===== src/rtl/core/tabular_block_line_deframer_unit_defines.svh =====
// Assertion macros shared by the tabular block line deframer RTL.
// Needs nothing else; the files that check their own logic include it.
`ifndef TABULAR_BLOCK_LINE_DEFRAMER_UNIT_DEFINES_SVH
`define TABULAR_BLOCK_LINE_DEFRAMER_UNIT_DEFINES_SVH

// The consequent must hold in the same cycle as the antecedent.
`define TBLD_ASSERT_SAME(label, clk, rst_n, ante, cons, msg) \
    label: assert property (@(posedge clk) disable iff (!(rst_n)) (ante) |-> (cons)) \
        else $error(msg);

// The consequent must hold in the cycle after the antecedent.
`define TBLD_ASSERT_NEXT(label, clk, rst_n, ante, cons, msg) \
    label: assert property (@(posedge clk) disable iff (!(rst_n)) (ante) |=> (cons)) \
        else $error(msg);

`endif


===== src/rtl/core/tbld_pkg.sv =====
// Types and constants of the tabular block line deframer.
// No dependencies; used by every module of the block.
package tbld_pkg;

    // Input word: one byte of the block and the block start flag.
    typedef struct packed {
        logic [7:0] data_byte;
        logic       block_start;
    } t_in_word;

    // Result word.
    typedef struct packed {
        logic [2:0]  kind;
        logic [7:0]  text_char;
        logic        line_end;
        logic [14:0] page_index;
    } t_out_word;

    // Status of the result queue.
    typedef struct packed {
        logic full;
        logic empty;
    } t_q_status;

    // Result kinds.
    localparam logic [2:0] KIND_TEXT        = 3'd0;
    localparam logic [2:0] KIND_EMPTY       = 3'd1;
    localparam logic [2:0] KIND_BAD_DIVIDER = 3'd2;
    localparam logic [2:0] KIND_BAD_ID      = 3'd3;
    localparam logic [2:0] KIND_BAD_LEN     = 3'd4;

    // Block layout.
    localparam int unsigned HDR_SKIP    = 120;
    localparam int unsigned DIVIDER_GAP = 8;
    localparam logic [31:0] PAGE_CNT_LAST = 32'(DIVIDER_GAP + HDR_SKIP + 3);
    localparam logic [15:0] BLOCK_ID    = 16'd3;
    localparam logic [15:0] DIVIDER     = 16'hFFFF;
    localparam logic [14:0] PAGE_MAX    = 15'h7FFF;

endpackage


===== src/rtl/core/tbld_front.sv =====
// Front end: header and record parser that turns each accepted byte into
// at most one result word. Depends on tbld_pkg.
module tbld_front
    import tbld_pkg::*;
(
    input  logic      i_clk,
    input  logic      i_rst_n,
    input  logic      i_accept,
    input  t_in_word  i_item,
    output logic      o_res_valid,
    output t_out_word o_res
);

    typedef enum logic [2:0] {
        PH_HEADER = 3'd0,
        PH_SKIP   = 3'd1,
        PH_LEN_HI = 3'd2,
        PH_LEN_LO = 3'd3,
        PH_TEXT   = 3'd4,
        PH_IDLE   = 3'd5
    } t_phase;

    // Header offsets at which the low byte of a field arrives.
    localparam logic [31:0] OFF_DIVIDER_LO = 32'd1;
    localparam logic [31:0] OFF_ID_LO      = 32'd3;
    localparam logic [31:0] OFF_LEN_LO     = 32'd7;

    t_phase      r_phase, n_phase, e_phase;
    logic [31:0] r_off, n_off, e_off;
    logic [31:0] r_shift, n_shift;
    logic [31:0] r_blen, n_blen;
    logic [14:0] r_ptot, n_ptot;
    logic [14:0] r_pc, n_pc, e_pc;
    logic [14:0] r_cl, n_cl;
    logic [15:0] half;
    logic        bs;

    // Next-state and result decode for the byte on the input.
    always_comb begin
        bs      = i_item.block_start;
        e_phase = bs ? PH_HEADER : r_phase;
        e_off   = bs ? '0 : r_off;
        e_pc    = bs ? '0 : r_pc;
        n_shift = {(bs ? 24'd0 : r_shift[23:0]), i_item.data_byte};
        half    = n_shift[15:0];

        n_phase = e_phase;
        n_blen  = bs ? '0 : r_blen;
        n_ptot  = bs ? '0 : r_ptot;
        n_pc    = e_pc;
        n_cl    = bs ? '0 : r_cl;

        o_res_valid      = 1'b0;
        o_res.kind       = KIND_TEXT;
        o_res.text_char  = 8'd0;
        o_res.line_end   = 1'b0;
        o_res.page_index = e_pc;

        case (e_phase)
            PH_HEADER: begin
                if (e_off == OFF_DIVIDER_LO && half != DIVIDER) begin
                    o_res_valid = 1'b1;
                    o_res.kind  = KIND_BAD_DIVIDER;
                    n_phase     = PH_IDLE;
                end else if (e_off == OFF_ID_LO && half != BLOCK_ID) begin
                    o_res_valid = 1'b1;
                    o_res.kind  = KIND_BAD_ID;
                    n_phase     = PH_IDLE;
                end else if (e_off == OFF_LEN_LO) begin
                    n_blen  = n_shift;
                    n_phase = PH_SKIP;
                end
            end
            PH_SKIP: begin
                if (e_off >= PAGE_CNT_LAST) begin
                    // A negative page count means no pages.
                    n_ptot  = half[15] ? '0 : half[14:0];
                    n_pc    = '0;
                    n_phase = PH_LEN_HI;
                end
            end
            PH_LEN_HI: begin
                // Records stop after the last page or at the block length.
                if (e_pc >= n_ptot ||
                    $signed({1'b0, e_off}) >= $signed({n_blen[31], n_blen})) begin
                    n_phase = PH_IDLE;
                end else begin
                    n_phase = PH_LEN_LO;
                end
            end
            PH_LEN_LO: begin
                if (half == DIVIDER) begin
                    if (e_pc < PAGE_MAX) begin
                        n_pc = e_pc + 15'd1;
                    end
                    n_phase = PH_LEN_HI;
                end else if (half[15]) begin
                    o_res_valid = 1'b1;
                    o_res.kind  = KIND_BAD_LEN;
                    n_phase     = PH_IDLE;
                end else if (half == 16'd0) begin
                    o_res_valid    = 1'b1;
                    o_res.kind     = KIND_EMPTY;
                    o_res.line_end = 1'b1;
                    n_phase        = PH_LEN_HI;
                end else begin
                    n_cl    = half[14:0];
                    n_phase = PH_TEXT;
                end
            end
            PH_TEXT: begin
                o_res_valid     = 1'b1;
                o_res.kind      = KIND_TEXT;
                o_res.text_char = i_item.data_byte;
                o_res.line_end  = (n_cl <= 15'd1);
                if (n_cl <= 15'd1) begin
                    n_cl    = '0;
                    n_phase = PH_LEN_HI;
                end else begin
                    n_cl = n_cl - 15'd1;
                end
            end
            PH_IDLE: begin
                n_phase = PH_IDLE;
            end
            default: begin
                n_phase = PH_IDLE;
            end
        endcase

        // Offset counter saturates at all ones.
        n_off = (e_off == '1) ? e_off : e_off + 32'd1;
    end

    // Parser state, updated on every accepted byte.
    always_ff @(posedge i_clk) begin
        if (!i_rst_n) begin
            r_phase <= PH_HEADER;
            r_off   <= '0;
            r_shift <= '0;
            r_blen  <= '0;
            r_ptot  <= '0;
            r_pc    <= '0;
            r_cl    <= '0;
        end else if (i_accept) begin
            r_phase <= n_phase;
            r_off   <= n_off;
            r_shift <= n_shift;
            r_blen  <= n_blen;
            r_ptot  <= n_ptot;
            r_pc    <= n_pc;
            r_cl    <= n_cl;
        end
    end

endmodule


===== src/rtl/core/tbld_queue.sv =====
// Back end: short result queue between the parser and the consumer.
// Depends on tbld_pkg.
module tbld_queue
    import tbld_pkg::*;
#(
    parameter int DEPTH = 4
) (
    input  logic      i_clk,
    input  logic      i_rst_n,
    input  logic      i_push,
    input  t_out_word i_word,
    input  logic      i_pop,
    output t_out_word o_head,
    output t_q_status o_status
);

    localparam int PTR_W = $clog2(DEPTH);
    localparam int CNT_W = $clog2(DEPTH + 1);
    localparam logic [PTR_W-1:0] PTR_LAST = PTR_W'(DEPTH - 1);
    localparam logic [CNT_W-1:0] CNT_FULL = CNT_W'(DEPTH);

    t_out_word        r_mem [DEPTH];
    logic [PTR_W-1:0] r_wr_ptr, n_wr_ptr;
    logic [PTR_W-1:0] r_rd_ptr, n_rd_ptr;
    logic [CNT_W-1:0] r_count, n_count;
    logic             do_push, do_pop;

    // Handshake qualification and pointer arithmetic.
    always_comb begin
        o_status.full  = (r_count == CNT_FULL);
        o_status.empty = (r_count == '0);
        do_push  = i_push && !o_status.full;
        do_pop   = i_pop && !o_status.empty;
        n_wr_ptr = r_wr_ptr;
        n_rd_ptr = r_rd_ptr;
        n_count  = r_count;
        if (do_push) begin
            n_wr_ptr = (r_wr_ptr == PTR_LAST) ? '0 : r_wr_ptr + PTR_W'(1);
        end
        if (do_pop) begin
            n_rd_ptr = (r_rd_ptr == PTR_LAST) ? '0 : r_rd_ptr + PTR_W'(1);
        end
        if (do_push && !do_pop) begin
            n_count = r_count + CNT_W'(1);
        end else if (do_pop && !do_push) begin
            n_count = r_count - CNT_W'(1);
        end
    end

    assign o_head = r_mem[r_rd_ptr];

    // Storage for waiting words.
    always_ff @(posedge i_clk) begin
        if (do_push) begin
            r_mem[r_wr_ptr] <= i_word;
        end
    end

    // Pointers and fill count.
    always_ff @(posedge i_clk) begin
        if (!i_rst_n) begin
            r_wr_ptr <= '0;
            r_rd_ptr <= '0;
            r_count  <= '0;
        end else begin
            r_wr_ptr <= n_wr_ptr;
            r_rd_ptr <= n_rd_ptr;
            r_count  <= n_count;
        end
    end

endmodule


===== src/rtl/core/tabular_block_line_deframer_unit.sv =====
// Tabular block line deframer: parser front end feeding a result queue.
// Takes one byte per cycle unless full; results are queued and popped in byte order.
// The byte rate is limited only by queue space: full rises when QUEUE_DEPTH words wait.
// Synchronous active-low reset empties the queue and sets the parser to expect a header.
// Depends on tbld_pkg, tbld_front, tbld_queue and the assertion macro header.
`include "tabular_block_line_deframer_unit_defines.svh"
module tabular_block_line_deframer_unit
    import tbld_pkg::*;
#(
    parameter int QUEUE_DEPTH = 4
) (
    input  logic      i_clk,
    input  logic      i_rst_n,
    input  logic      push,
    output logic      full,
    input  t_in_word  i_item,
    output logic      empty,
    input  logic      pop,
    output t_out_word o_result
);

    logic      accept;
    logic      res_valid;
    t_out_word res_word;
    t_q_status q_status;

    // A byte is taken whenever the queue has room for its result.
    assign accept = push && !q_status.full;
    assign full   = q_status.full;
    assign empty  = q_status.empty;

    tbld_front u_front (
        .i_clk       (i_clk),
        .i_rst_n     (i_rst_n),
        .i_accept    (accept),
        .i_item      (i_item),
        .o_res_valid (res_valid),
        .o_res       (res_word)
    );

    tbld_queue #(
        .DEPTH (QUEUE_DEPTH)
    ) u_queue (
        .i_clk    (i_clk),
        .i_rst_n  (i_rst_n),
        .i_push   (accept && res_valid),
        .i_word   (res_word),
        .i_pop    (pop),
        .o_head   (o_result),
        .o_status (q_status)
    );

    // Checks on the parser and queue.
    `TBLD_ASSERT_SAME(a_full_not_empty, i_clk, i_rst_n, full, !empty, "queue full and empty")
    `TBLD_ASSERT_NEXT(a_result_lands, i_clk, i_rst_n, accept && res_valid, !empty, "result lost")
    `TBLD_ASSERT_SAME(a_kind_range, i_clk, i_rst_n, !empty, o_result.kind <= KIND_BAD_LEN, "bad kind")
    `TBLD_ASSERT_SAME(a_error_fields, i_clk, i_rst_n,
        !empty && o_result.kind != KIND_TEXT && o_result.kind != KIND_EMPTY,
        !o_result.line_end && o_result.text_char == 8'd0, "error word fields")

endmodule

===== config.mk =====
export PLATFORM = sky130hd
export DESIGN_NAME = tabular_block_line_deframer_unit
export DESIGN_NICKNAME = d
export VERILOG_FILES = /design/src/rtl/core/tbld_pkg.sv /design/src/rtl/core/tbld_front.sv /design/src/rtl/core/tbld_queue.sv /design/src/rtl/core/tabular_block_line_deframer_unit.sv
export VERILOG_INCLUDE_DIRS = /design/src /design/src/rtl/core
export SDC_FILE = /design/constraint.sdc
export NUM_CORES = 1
export LEC_CHECK = 0
export ABC_AREA = 1
export BUFFER_PORTS_ARGS = -buffer_cell sky130_fd_sc_hd__buf_2
export CORE_ASPECT_RATIO = 1.4
export CORE_MARGIN = 1.5
export CORE_UTILIZATION = 40
export DETAILED_ROUTE_END_ITERATION = 8
export SETUP_SLACK_MARGIN = 0.2
export SYNTH_ARGS = -nofsm -noshare
export SYNTH_HDL_FRONTEND = slang
export SYNTH_SLANG_ARGS = --single-unit

===== constraint.sdc =====
create_clock -name i_clk -period 3.8 [get_ports i_clk]
set_clock_uncertainty 0.1 [all_clocks]
set_input_delay 0.57 -clock i_clk [delete_from_list [all_inputs] [get_ports i_clk]]
set_output_delay 0.57 -clock i_clk [all_outputs]
set_load 0.01 [all_outputs]

==> out/metrics.cfg <==
[status]
outcome = complete, no violations

[drt]
routed_via_density = 5.406
wl_um = 41480
drt_iter0_drc = 790
ant_nets = 0
drc = 0
vias = 13033
wl_per_cell_um = 17.20
firstDrtPassIters = 6

[worst_setup_path]
endpoint_kind = register
max_stage_delay_ns = 0.74
crit_path_max_fanout = 28
critPathRequiredTime_ns = 4.17
startpoint = i_item[0]
start_kind = input pin
critical_path.most_common_cell = nand2_1
critical_path_class = in -> reg
crit_chain = buf_2 -> inv_4 -> buf_4 -> buf_4 -> nand2_1 -> nand2_1 -> nor4_1 -> nand2_1 -> nand2_1 -> nor2_1 -> inv_1 -> nand3_1 -> o21ai_0 -> a21oi_1
reg2reg_from = u_front.r_off[22]
arrival_ns = 3.46
critical_path_buf_inv_count = 5
critPathSlowestCell = nor2_1
cp_top_family = simple AND/OR/NAND/NOR gates

[sta]
setup-violations-final = 0
hold_viol = 0
finalWorstSetupSlack_ns = 0.7148
tns_ns = 0
period_needed_ns = 3.085
fmax_mhz = 324.1
hold_ws_ns = 0.3159
final_max_slew_viol_count = 0
worst_pin_slew_ns = 0.9824
fin_crit_sh = 0.8119
rsz0062_at_grt = false
slew_headroom = 0.3427

[final_layout]
area_delta_synth_final_pct = 11.95
final_cell_mix = 346 x nand2_1, 233 x nor2_1, 219 x inv_1
final_common_cell = nand2_1
diodes = 0
layout-drive-gt1-share = 0.09309
final_nets = 2006
layoutNonFillerInstCount = 2411

[global_routing]
grt_overflow_total = 0
grt_pass1_vias = 12742
grt_usage = 0.2262
grt_max_degree = 95
antenna_found_initial = 1
grt_pass1_wl_um = 65920

[clock_network]
clockBufferDepth = 3
clk_latency_ns = 0.54
clk_pin_slew_ns = 0.07
clock_sinks = 253
cts_tree = done
postCtsHoldBufs = 0
h-tree-depth = 1
post_cts_buffers = 0
cts-resized-gates = 0
clockRootBuffer = clkbuf_16
numCtsBuffers = 26

[synthesis]
synth_fp_nets = 1974
avgSynthCellArea_um2 = 7.518
yosys.area.top_type = edfxtp_1
netlist.area_leader.share = 0.2267
syn-cell-area_um2 = 14310
synth_ff_type = dfxtp_1
ys_ff_latch = 253
async_reset_ff_frac = 0
synth_edf_count = 108
ys_types = 48
yosysSeqAreaShare = 0.4296
synth_area_leaders = edfxtp_1 23%, dfxtp_1 20%, nand2_1 9.1%
netlist_instances = 1903
ys_warn_count = 0

[power]
p_total_w = 0.007923
leakage_nw = 6.665
vdd_drop_max_mv = 0.3781
cellPowerDensity_nw_per_um2 = 494.7

[die]
fp.dieH_um = 226.8
core_area_um2 = 35070
start_util = 0.4080
die_w_um = 162.8
rows = 81
dieArea_um2 = 36930
io_pins = 42

[min_path]
min_from = i_item[2]
min_path_type = in -> reg

[placed_design]
hpwl_um = 29470
gp_congestion = 0.9318
portBuffers = 41
placed_cells = 2363
dp_slack_ns = 0.03094

[flow_run]
drv_cap = 0

[cell families after synthesis]
| group | after synthesis | synth area share |
|---|---|---|
| AOI/OAI and AO/OA | 457 | 0.1759 |
| and+or+nand+nor | 766 | 0.2263 |
| DFF | 253 | 0.4296 |
| buffers and inverters | 326 | 0.09069 |
| xor gates and xnor gates | 43 | 0.02632 |
| adders and majority gates | 58 | 0.05125 |
[worst min-delay path, cell delays in order]
cell	delay, ns
buf_2	0.18
inv_1	0.09
a21oi_1	0.06
[flip-flops by register name, summed over array words and instances (netlist names), named ones only]
name and cells:
u_front.r_ptot 15, u_queue.r_mem 108, u_front.r_phase 3, u_front.r_shift 24, u_queue.r_count 3, u_front.r_pc 15
u_front.r_off 32, u_queue.r_rd_ptr 2, u_front.r_cl 15, u_front.r_blen 32, u_queue.r_wr_ptr 2
[through the flow]
stage               instance area (um2)    util
floorplan                         14310       -
finish                            16020  0.4568
global route                      16020  0.4568
global placement                  15190  0.4331
CTS                               16020  0.4567
detailed placement                15190  0.4331
[cells in the mapped netlist (all sizes together), types with 3 or more instances]
cell,number
edfxtp,108
a21oi,150
inv,227
o22ai,27
o221ai,10
dfxtp,145
nand3,72
nor2,245
clkinv,3
buf,26
ha,57
nor3,39
a211oi,19
nor4,12
nand3b,6
clkbuf,70
a31oi,9
o211ai,17
a21o,6
nand2,360
nand4,28
o21ai,208
xor2,41
[power breakdown]
group / switching, W / internal (W) / total, W
sequential: 0.000132 / 0.00307 / 0.00320
combinational: 0.00150 / 0.000730 / 0.00223
clock: 0.00109 / 0.00140 / 0.00249
total: 0.00272 / 0.00520 / 0.00792
[worst paths after layout]
path                          to  slack (ns)  cells past startpoint
min           u_front.r_shift[1]        0.32                      3
min reg2reg  u_front.r_shift[20]        0.36                      2
max           u_front.r_phase[0]        0.71                     14
max reg2reg   u_queue.r_count[2]        0.73                     21
[final cells by class]
| class | instances | area [um2] |
|---|---|---|
| multi-input combinational | 1324 | 6882 |
| sequential | 253 | 6146 |
| fill | 3542 | 19050 |
| clock inverter | 14 | 117.6 |
| tap | 456 | 570.5 |
| clock buffer | 34 | 711.9 |
| timing repair buffer | 100 | 723.2 |
| inverter | 230 | 865.8 |
[metal layers]
metal	track usage	wire, um	up-vias
met5	0	13	-
met4	0.1394	2566	2
met3	0.02634	1723	133
met2	0.4156	20990	337
met1	0.2459	16180	6121
li1	-	-	6440
(Power assumes the default switching activity.)
